<file path="config.mk">
export PLATFORM = sky130hd
export DESIGN_NAME = texture_pixel_unpack_argb
export DESIGN_NICKNAME = d
export VERILOG_FILES = /design/src/rtl/tpu_argb_pkg.sv /design/src/rtl/texture_pixel_unpack_argb.sv /design/src/rtl/tpu_argb_cfg.sv /design/src/rtl/tpu_argb_convert.sv
export SDC_FILE = /design/constraint.sdc
export NUM_CORES = 1
export LEC_CHECK = 0
export ABC_CLOCK_PERIOD_IN_PS = 4150
export BUFFER_PORTS_ARGS = -buffer_cell sky130_fd_sc_hd__buf_2
export CORE_MARGIN = 2
export CORE_UTILIZATION = 45
export DETAILED_ROUTE_END_ITERATION = 8
export PLACE_DENSITY_LB_ADDON = 0.05
export SLEW_MARGIN = 10
export SYNTH_ARGS = -nofsm -noshare
export SYNTH_HDL_FRONTEND = slang
export SYNTH_SLANG_ARGS = --single-unit
</file>
<file path="constraint.sdc">
create_clock -name clock -period 4.15 [get_ports clock]
set_input_delay 1.245 -clock clock [delete_from_list [all_inputs] [get_ports clock]]
set_output_delay 1.245 -clock clock [all_outputs]
set_load 0.005 [all_outputs]
</file>
<file path="src/rtl/tpu_argb_pkg.sv">
package tpu_argb_pkg;

   localparam int PIXEL_WIDTH     = 32;
   localparam int CSR_INDEX_WIDTH = 1;
   localparam int CSR_DATA_WIDTH  = 32;

   localparam logic [CSR_INDEX_WIDTH-1:0] CSR_CHANNEL_ORDER = 1'b0;
   localparam logic [CSR_INDEX_WIDTH-1:0] CSR_CHANNEL_BITS  = 1'b1;

   localparam logic [7:0] CHAR_R = 8'h72;
   localparam logic [7:0] CHAR_G = 8'h67;
   localparam logic [7:0] CHAR_B = 8'h62;
   localparam logic [7:0] CHAR_A = 8'h61;

   localparam logic [31:0] ASTC_LOW  = 32'd27;
   localparam logic [31:0] ASTC_HIGH = 32'd45;

   localparam logic [6:0] BPP_ONE  = 7'd1;
   localparam logic [6:0] BPP_TWO  = 7'd2;
   localparam logic [6:0] BPP_FOUR = 7'd4;

   localparam logic [7:0] ALPHA_OPAQUE = 8'hFF;

   typedef enum logic [2:0] {
      MODE_RGBA,
      MODE_GREY,
      MODE_ORDER8,
      MODE_ORDER4,
      MODE_BAD
   } mode_type;

   typedef struct packed {
      mode_type    mode;
      logic [31:0] channel_order;
   } fmt_type;

   typedef struct packed {
      logic [PIXEL_WIDTH-1:0] pixel_bytes;
      logic                   last_pixel;
   } req_payload_type;

   typedef struct packed {
      logic [PIXEL_WIDTH-1:0] argb;
      logic                   unsupported;
      logic                   last_out;
   } rsp_payload_type;

endpackage

</file>
<file path="src/rtl/texture_pixel_unpack_argb.sv">
// Path: a req beat is captured in the input register, then moves on to the
// result register that drives rsp_valid; rsp_stall can hold it between them.
// Throughput: one beat per cycle while rsp_stall is low; the single-pass
// convert logic sits between the two registers and never iterates.
// Reset: synchronous, active high; clears both pipeline valids and sets both
// configuration words to zero (fixed R,G,B,A order).
module texture_pixel_unpack_argb
   import tpu_argb_pkg::*;
(
   input  logic                       clock,
   input  logic                       reset,
   input  logic                       req_valid,
   output logic                       req_stall,
   input  req_payload_type            req_payload,
   output logic                       rsp_valid,
   input  logic                       rsp_stall,
   output rsp_payload_type            rsp_payload,
   input  logic                       csr_write_enable,
   input  logic [CSR_INDEX_WIDTH-1:0] csr_index,
   input  logic [CSR_DATA_WIDTH-1:0]  csr_write_data
);

   fmt_type         fmt;
   rsp_payload_type converted;

   // stage 1: input register
   logic            in_valid_ff, in_valid_in;
   req_payload_type in_data_ff;
   // stage 2: result register
   logic            out_valid_ff, out_valid_in;
   rsp_payload_type out_data_ff;

   logic out_load;
   logic in_load;

   tpu_argb_cfg u_cfg (
      .clock            (clock),
      .reset            (reset),
      .csr_write_enable (csr_write_enable),
      .csr_index        (csr_index),
      .csr_write_data   (csr_write_data),
      .fmt              (fmt)
   );

   tpu_argb_convert u_convert (
      .fmt    (fmt),
      .pixel  (in_data_ff),
      .result (converted)
   );

   // result register takes a new beat whenever it is empty or draining
   assign out_load  = !out_valid_ff || !rsp_stall;
   // input register frees up when its beat moves on
   assign req_stall = in_valid_ff && !out_load;
   assign in_load   = req_valid && !req_stall;

   always_comb begin
      in_valid_in  = in_valid_ff;
      out_valid_in = out_valid_ff;
      if (out_load) begin
         out_valid_in = in_valid_ff;
         in_valid_in  = 1'b0;
      end
      if (in_load) begin
         in_valid_in = 1'b1;
      end
   end

   always_ff @(posedge clock) begin
      if (reset) begin
         in_valid_ff  <= 1'b0;
         out_valid_ff <= 1'b0;
      end else begin
         in_valid_ff  <= in_valid_in;
         out_valid_ff <= out_valid_in;
      end
   end

   always_ff @(posedge clock) begin
      if (in_load) begin
         in_data_ff <= req_payload;
      end
      if (out_load && in_valid_ff) begin
         out_data_ff <= converted;
      end
   end

   assign rsp_valid   = out_valid_ff;
   assign rsp_payload = out_data_ff;

`ifndef SYNTHESIS
   // unsupported beats carry a zero pixel
   a_bad_is_zero : assert property (@(posedge clock) disable iff (reset)
      rsp_valid && rsp_payload.unsupported |-> rsp_payload.argb == '0)
      else $error("unsupported beat with nonzero argb");

   // both stages full and output stalled: input must stall
   a_full_stalls : assert property (@(posedge clock) disable iff (reset)
      in_valid_ff && out_valid_ff && rsp_stall |-> req_stall)
      else $error("input accepted with pipeline full");

   // a beat in stage 1 reaches the output register when it can move
   a_advance : assert property (@(posedge clock) disable iff (reset)
      in_valid_ff && !(out_valid_ff && rsp_stall) |=> rsp_valid)
      else $error("stage 1 beat lost");

   // a waiting result is not overwritten or dropped
   a_hold : assert property (@(posedge clock) disable iff (reset)
      rsp_valid && rsp_stall |=> rsp_valid && $stable(rsp_payload))
      else $error("stalled result changed");
`endif

endmodule

</file>
<file path="src/rtl/tpu_argb_cfg.sv">
module tpu_argb_cfg
   import tpu_argb_pkg::*;
(
   input  logic                       clock,
   input  logic                       reset,
   input  logic                       csr_write_enable,
   input  logic [CSR_INDEX_WIDTH-1:0] csr_index,
   input  logic [CSR_DATA_WIDTH-1:0]  csr_write_data,
   output fmt_type                    fmt
);

   logic [31:0] order_ff, order_in;
   logic [31:0] bits_ff, bits_in;
   mode_type    mode_ff, mode_in;
   logic [9:0]  bit_sum;
   logic [6:0]  bpp;

   always_comb begin
      order_in = order_ff;
      bits_in  = bits_ff;
      if (csr_write_enable) begin
         unique case (csr_index)
            CSR_CHANNEL_ORDER: order_in = csr_write_data;
            CSR_CHANNEL_BITS:  bits_in  = csr_write_data;
            default: ;
         endcase
      end
   end

   // decode stored words; users must let writes land only while idle,
   // which is not enforced here, so no beat sees the mode register lag
   always_comb begin
      bit_sum = {2'b00, bits_ff[7:0]} + {2'b00, bits_ff[15:8]}
              + {2'b00, bits_ff[23:16]} + {2'b00, bits_ff[31:24]};
      bpp = (bits_ff == 32'd0) ? BPP_FOUR : bit_sum[9:3];
      priority if (order_ff >= ASTC_LOW && order_ff <= ASTC_HIGH) begin
         mode_in = MODE_BAD;
      end else if (order_ff == 32'd0 && bits_ff == 32'd0) begin
         mode_in = MODE_RGBA;
      end else if (bpp == BPP_ONE) begin
         mode_in = MODE_GREY;
      end else if (bpp == BPP_FOUR) begin
         mode_in = MODE_ORDER8;
      end else if (bpp == BPP_TWO) begin
         mode_in = MODE_ORDER4;
      end else begin
         mode_in = MODE_BAD;
      end
   end

   always_ff @(posedge clock) begin
      if (reset) begin
         order_ff <= '0;
         bits_ff  <= '0;
         mode_ff  <= MODE_RGBA;
      end else begin
         order_ff <= order_in;
         bits_ff  <= bits_in;
         mode_ff  <= mode_in;
      end
   end

   assign fmt.mode          = mode_ff;
   assign fmt.channel_order = order_ff;

endmodule

</file>
<file path="src/rtl/tpu_argb_convert.sv">
module tpu_argb_convert
   import tpu_argb_pkg::*;
(
   input  fmt_type         fmt,
   input  req_payload_type pixel,
   output rsp_payload_type result
);

   // later position wins on duplicate characters
   function automatic logic [31:0] by_order(input logic [31:0] order,
                                            input logic [31:0] vals);
      logic [7:0] r, g, b, a, ch, v;
      r = 8'h00;
      g = 8'h00;
      b = 8'h00;
      a = ALPHA_OPAQUE;
      for (int k = 0; k < 4; k++) begin
         ch = order[8*k +: 8];
         v  = vals[8*k +: 8];
         if (ch == CHAR_R) r = v;
         else if (ch == CHAR_G) g = v;
         else if (ch == CHAR_B) b = v;
         else if (ch == CHAR_A) a = v;
      end
      return {a, r, g, b};
   endfunction

   logic [31:0] px;
   logic [31:0] nibs;

   assign px = pixel.pixel_bytes;
   // byte 0 high nibble first, each nibble replicated to 8 bits
   assign nibs = {px[11:8], px[11:8], px[15:12], px[15:12],
                  px[3:0], px[3:0], px[7:4], px[7:4]};

   always_comb begin
      result.last_out    = pixel.last_pixel;
      result.unsupported = 1'b0;
      result.argb        = '0;
      unique case (fmt.mode)
         MODE_RGBA:   result.argb = {px[31:24], px[7:0], px[15:8], px[23:16]};
         MODE_GREY:   result.argb = {ALPHA_OPAQUE, px[7:0], px[7:0], px[7:0]};
         MODE_ORDER8: result.argb = by_order(fmt.channel_order, px);
         MODE_ORDER4: result.argb = by_order(fmt.channel_order, nibs);
         default:     result.unsupported = 1'b1;
      endcase
   end

endmodule
</file>
==> results.md <==
* Status: finished clean
* Die ar. at 17700 um^2
* Worst vdd ir at 0.340 mV
* CTS Buf Count at 17
* Antenna violation net count after detailed routing at 0
* Crit Path Class: reg -> reg
* Max-slew violations at 0
* Max clock buf depth at 2
* Length in cells of the worst reg-to-reg path at 16
* Die Wd at 133 um
* Clock skew at 8.50 ps
* Fin nets at 1012
* Vias/cell at 5.89
* P_leak at 3.32 nW
* Chip Height at 133 um
* Reg-to-Reg Start: u_cfg.bits_ff[0]$_SDFFE_PP0P_
* Unrepaired setup endpoints after global routing: false
* Count leader, synth: nand2_1
* Drt pass-1 iters at 6
* Worst Setup End Kind: flip-flop
* Post-DP HPWL at 15800 um
* GP Congestion at 0.902
* Yosys warnings at 0
* Overflow after GRT at 0
* Top cells by count, synth: 188 x nand2_1, 103 x a21oi_1, 69 x dfxtp_1, 67 x edfxtp_1
* Port Buffers at 106
* Hold_buf cts at 0
* Cell area after synthesis at 7480 um^2
* Min cycle time layout at 3900 ps
* Placement Cell Area at 8100 um^2
* Mapped Nets at 940
* Seq/Total Area, Yosys at 0.454
* Max cap viols at 0
* Switching share of power at 0.280
* CTS HTree Levels at 4
* Reg-to-reg endpoint: u_cfg.mode_ff[2]$_SDFF_PP0_
* Worst path depth at 16
* Max stage delay on crit path at 520 ps
* CTS tree: built
* # DRC at 0
* Clk root buf: clkbuf_16
* Clk pwr share at 0.394
* CP max stage cell: or4b_1
* Io pins at 107
* Synthesized flop and latch total at 136
* Worst slew margin at 0.205
* Final critical-path share of the clock period at 0.940
* Setup crit end: u_cfg.mode_ff[2]$_SDFF_PP0_
* WL per Instance at 19.1 um
* Worst Path Buf+Inv at 2
* Multi-input gate area at 3740 um^2
* Hold WC Path Type: reg -> reg
* Synth async-reset ratio at 0
* Post-Route WL at 22000 um
* Initial antenna violation count at 0
* Post-synth top area share at 0.269
* Reg power frac at 0.448
* Synth area leader: edfxtp_1
* Design Area, Final at 8690 um^2
* Final Hold Vio Count at 0
* CP delay by family, top: adder cells
* Critical path peak fanout at 8
* Setup-failing EPs final at 0
* Vias in the first global route at 6678
* Number of synthesized flops with an enable pin at 67
* Worst endpoint required time at 4460 ps
* CTS sink count at 136
* Int Power at 0.00260 W
* Filler cell count at 1517
* Count of cell types in the netlist at 66
* Worst Setup SP: u_cfg.bits_ff[0]$_SDFFE_PP0P_
* Syn_area_per_cell at 8.85 um^2
* Maximum clock rate at 256 MHz
* Area grow syn2layout at 16.2%
* Clock transition at the registers of the reported paths at 60 ps
* CORE AREA at 16400 um^2
* Post-synthesis cell count at 845
* Top FF cell, synth: dfxtp_1
* WP data arrival at 4220 ps
* Setup tns final at 0 ps
* Sw power at 0.00101 W
* Cell Chain, Critical Path: ha_1 -> inv_1 -> fa_1 -> nor2b_1 -> o21ai_1 -> a21boi_1 -> buf_4 -> nor2_1 -> fa_1 -> ha_1 -> a211o_1 -> a221oi_2 -> nor2_1 -> or4b_1 -> a21oi_1 -> o21ai_1
* DR iter-0 viols at 636
* Global-route wire length before repair at 35100 um
* Setup slack, reg-to-reg at 250 ps
* Pin count of the biggest net entering global routing at 48
* Via count at 6777
* Register area at 3390 um^2
* Gate power share at 0.158
* Worst Tran Pin Value at 1180 ps
* Synth area leaders: edfxtp_1 27%, dfxtp_1 18%, nand2_1 9.4%
* Cell Pwr Density at 416 nW/um^2
* Initial Utilization at 0.456
* GRT Total Usage at 0.252
* N_diodes at 0
* Clk_lat worst skew at 420 ps
* Layout cells sized above 1 at 0.189
* Startpoint types: flip-flop
* Core Rows at 47
## stage by stage
stage | setup WS [ps] | power (W) | hold WS, ps | std cells | util
final | 247 | 0.00361 | 425 | 1150 | 0.530
after global routing | 18.2 | 0.00377 | 442 | 1150 | 0.530
after CTS | 91.8 | 0.00363 | 429 | 1149 | 0.528
after detailed placement | 124 | 0.00220 | 413 | 1117 | 0.494
after global placement | 296 | 0.00218 | 403 | 1117 | 0.494
after floorplan | 496 | 0.00199 | 400 | 845 | -
## power by group through the flow
| stage | Sequential [W] | Clock, W | Combinational, W |
|---|---|---|---|
| floorplan | 0.00160 | 0 | 0.000392 |
| global placement | 0.00164 | 0 | 0.000542 |
| detailed placement | 0.00164 | 0 | 0.000553 |
| CTS | 0.00162 | 0.00145 | 0.000557 |
| global route | 0.00163 | 0.00151 | 0.000634 |
| finish | 0.00162 | 0.00142 | 0.000571 |
## cell usage in the layout, fill, tap and decap left out, types with 10 or more instances in the layout
master	Yosys	layout
a211o_1	10	10
ha_1	16	16
clkbuf_16	0	19
dfxtp_1	69	69
o211ai_1	10	10
nand2_1	188	188
edfxtp_1	67	67
a21o_1	12	12
a21oi_1	103	103
buf_2	6	106
inv_1	32	32
nor2_1	27	27
o21ai_0	46	45
a221oi_1	11	11
nor4_1	17	16
a22oi_1	22	22
nand3_1	19	19
o221ai_1	28	28
## logic make-up (layout without fill, tap and decap cells)
logic type                 after synthesis  in the layout  synth area share
AOI/OAI and AO/OA                      266            266             0.230
xor gates and xnor gates                 9              9            0.0105
adders and majority gates               24             24            0.0482
buffers and inverters                   94            179            0.0512
DFF                                    136            136             0.454
muxes                                    1              1           0.00134
and+or+nand+nor                        315            315             0.205
## metal layers
layer / vias to the layer above / share of wire / global-route usage
li1: 3233 / - / -
met2: 314 / 0.50 / 0.431
met5: - / 0 / 0
met3: 42 / 0.066 / 0.0540
met1: 3188 / 0.41 / 0.310
met4: 0 / 0.025 / 0.0998
## state kept, by name, indices dropped and copies added, names as in the netlist
name / count
in_valid_ff: 1
u_cfg.bits_ff: 32
u_cfg.mode_ff: 3
rsp_valid: 1
rsp_payload: 34
u_cfg.order_ff: 32
in_data_ff: 33
## worst min path at each step
stage | end | depth (start not counted) | slack, ps | from
floorplan | rsp_payload[0]$_DFFE_PP_ | 0 | 400 | in_data_ff[0]$_DFFE_PP_
global placement | rsp_payload[0]$_DFFE_PP_ | 0 | 400 | in_data_ff[0]$_DFFE_PP_
detailed placement | rsp_payload[0]$_DFFE_PP_ | 0 | 410 | in_data_ff[0]$_DFFE_PP_
CTS | rsp_payload[0]$_DFFE_PP_ | 0 | 430 | in_data_ff[0]$_DFFE_PP_
global route | rsp_payload[0]$_DFFE_PP_ | 0 | 440 | in_data_ff[0]$_DFFE_PP_
finish | rsp_payload[0]$_DFFE_PP_ | 0 | 430 | in_data_ff[0]$_DFFE_PP_
## area by class of cell
type | instances | share of cell area
inverters | 32 | 0.0138
multi-input cells | 615 | 0.430
well taps | 220 | 0.0317
clock inverters | 13 | 0.0102
flip-flops and latches | 136 | 0.390
repair buffers | 115 | 0.0688
clock buffers | 19 | 0.0547
## repair_timing
item / 4_1_cts / 5_1_grt
resized for setup: 0 / 4
buffers inserted: 0 / 1
endpoints found under the setup margin: 0 / 2
(Power assumes the default switching activity.)
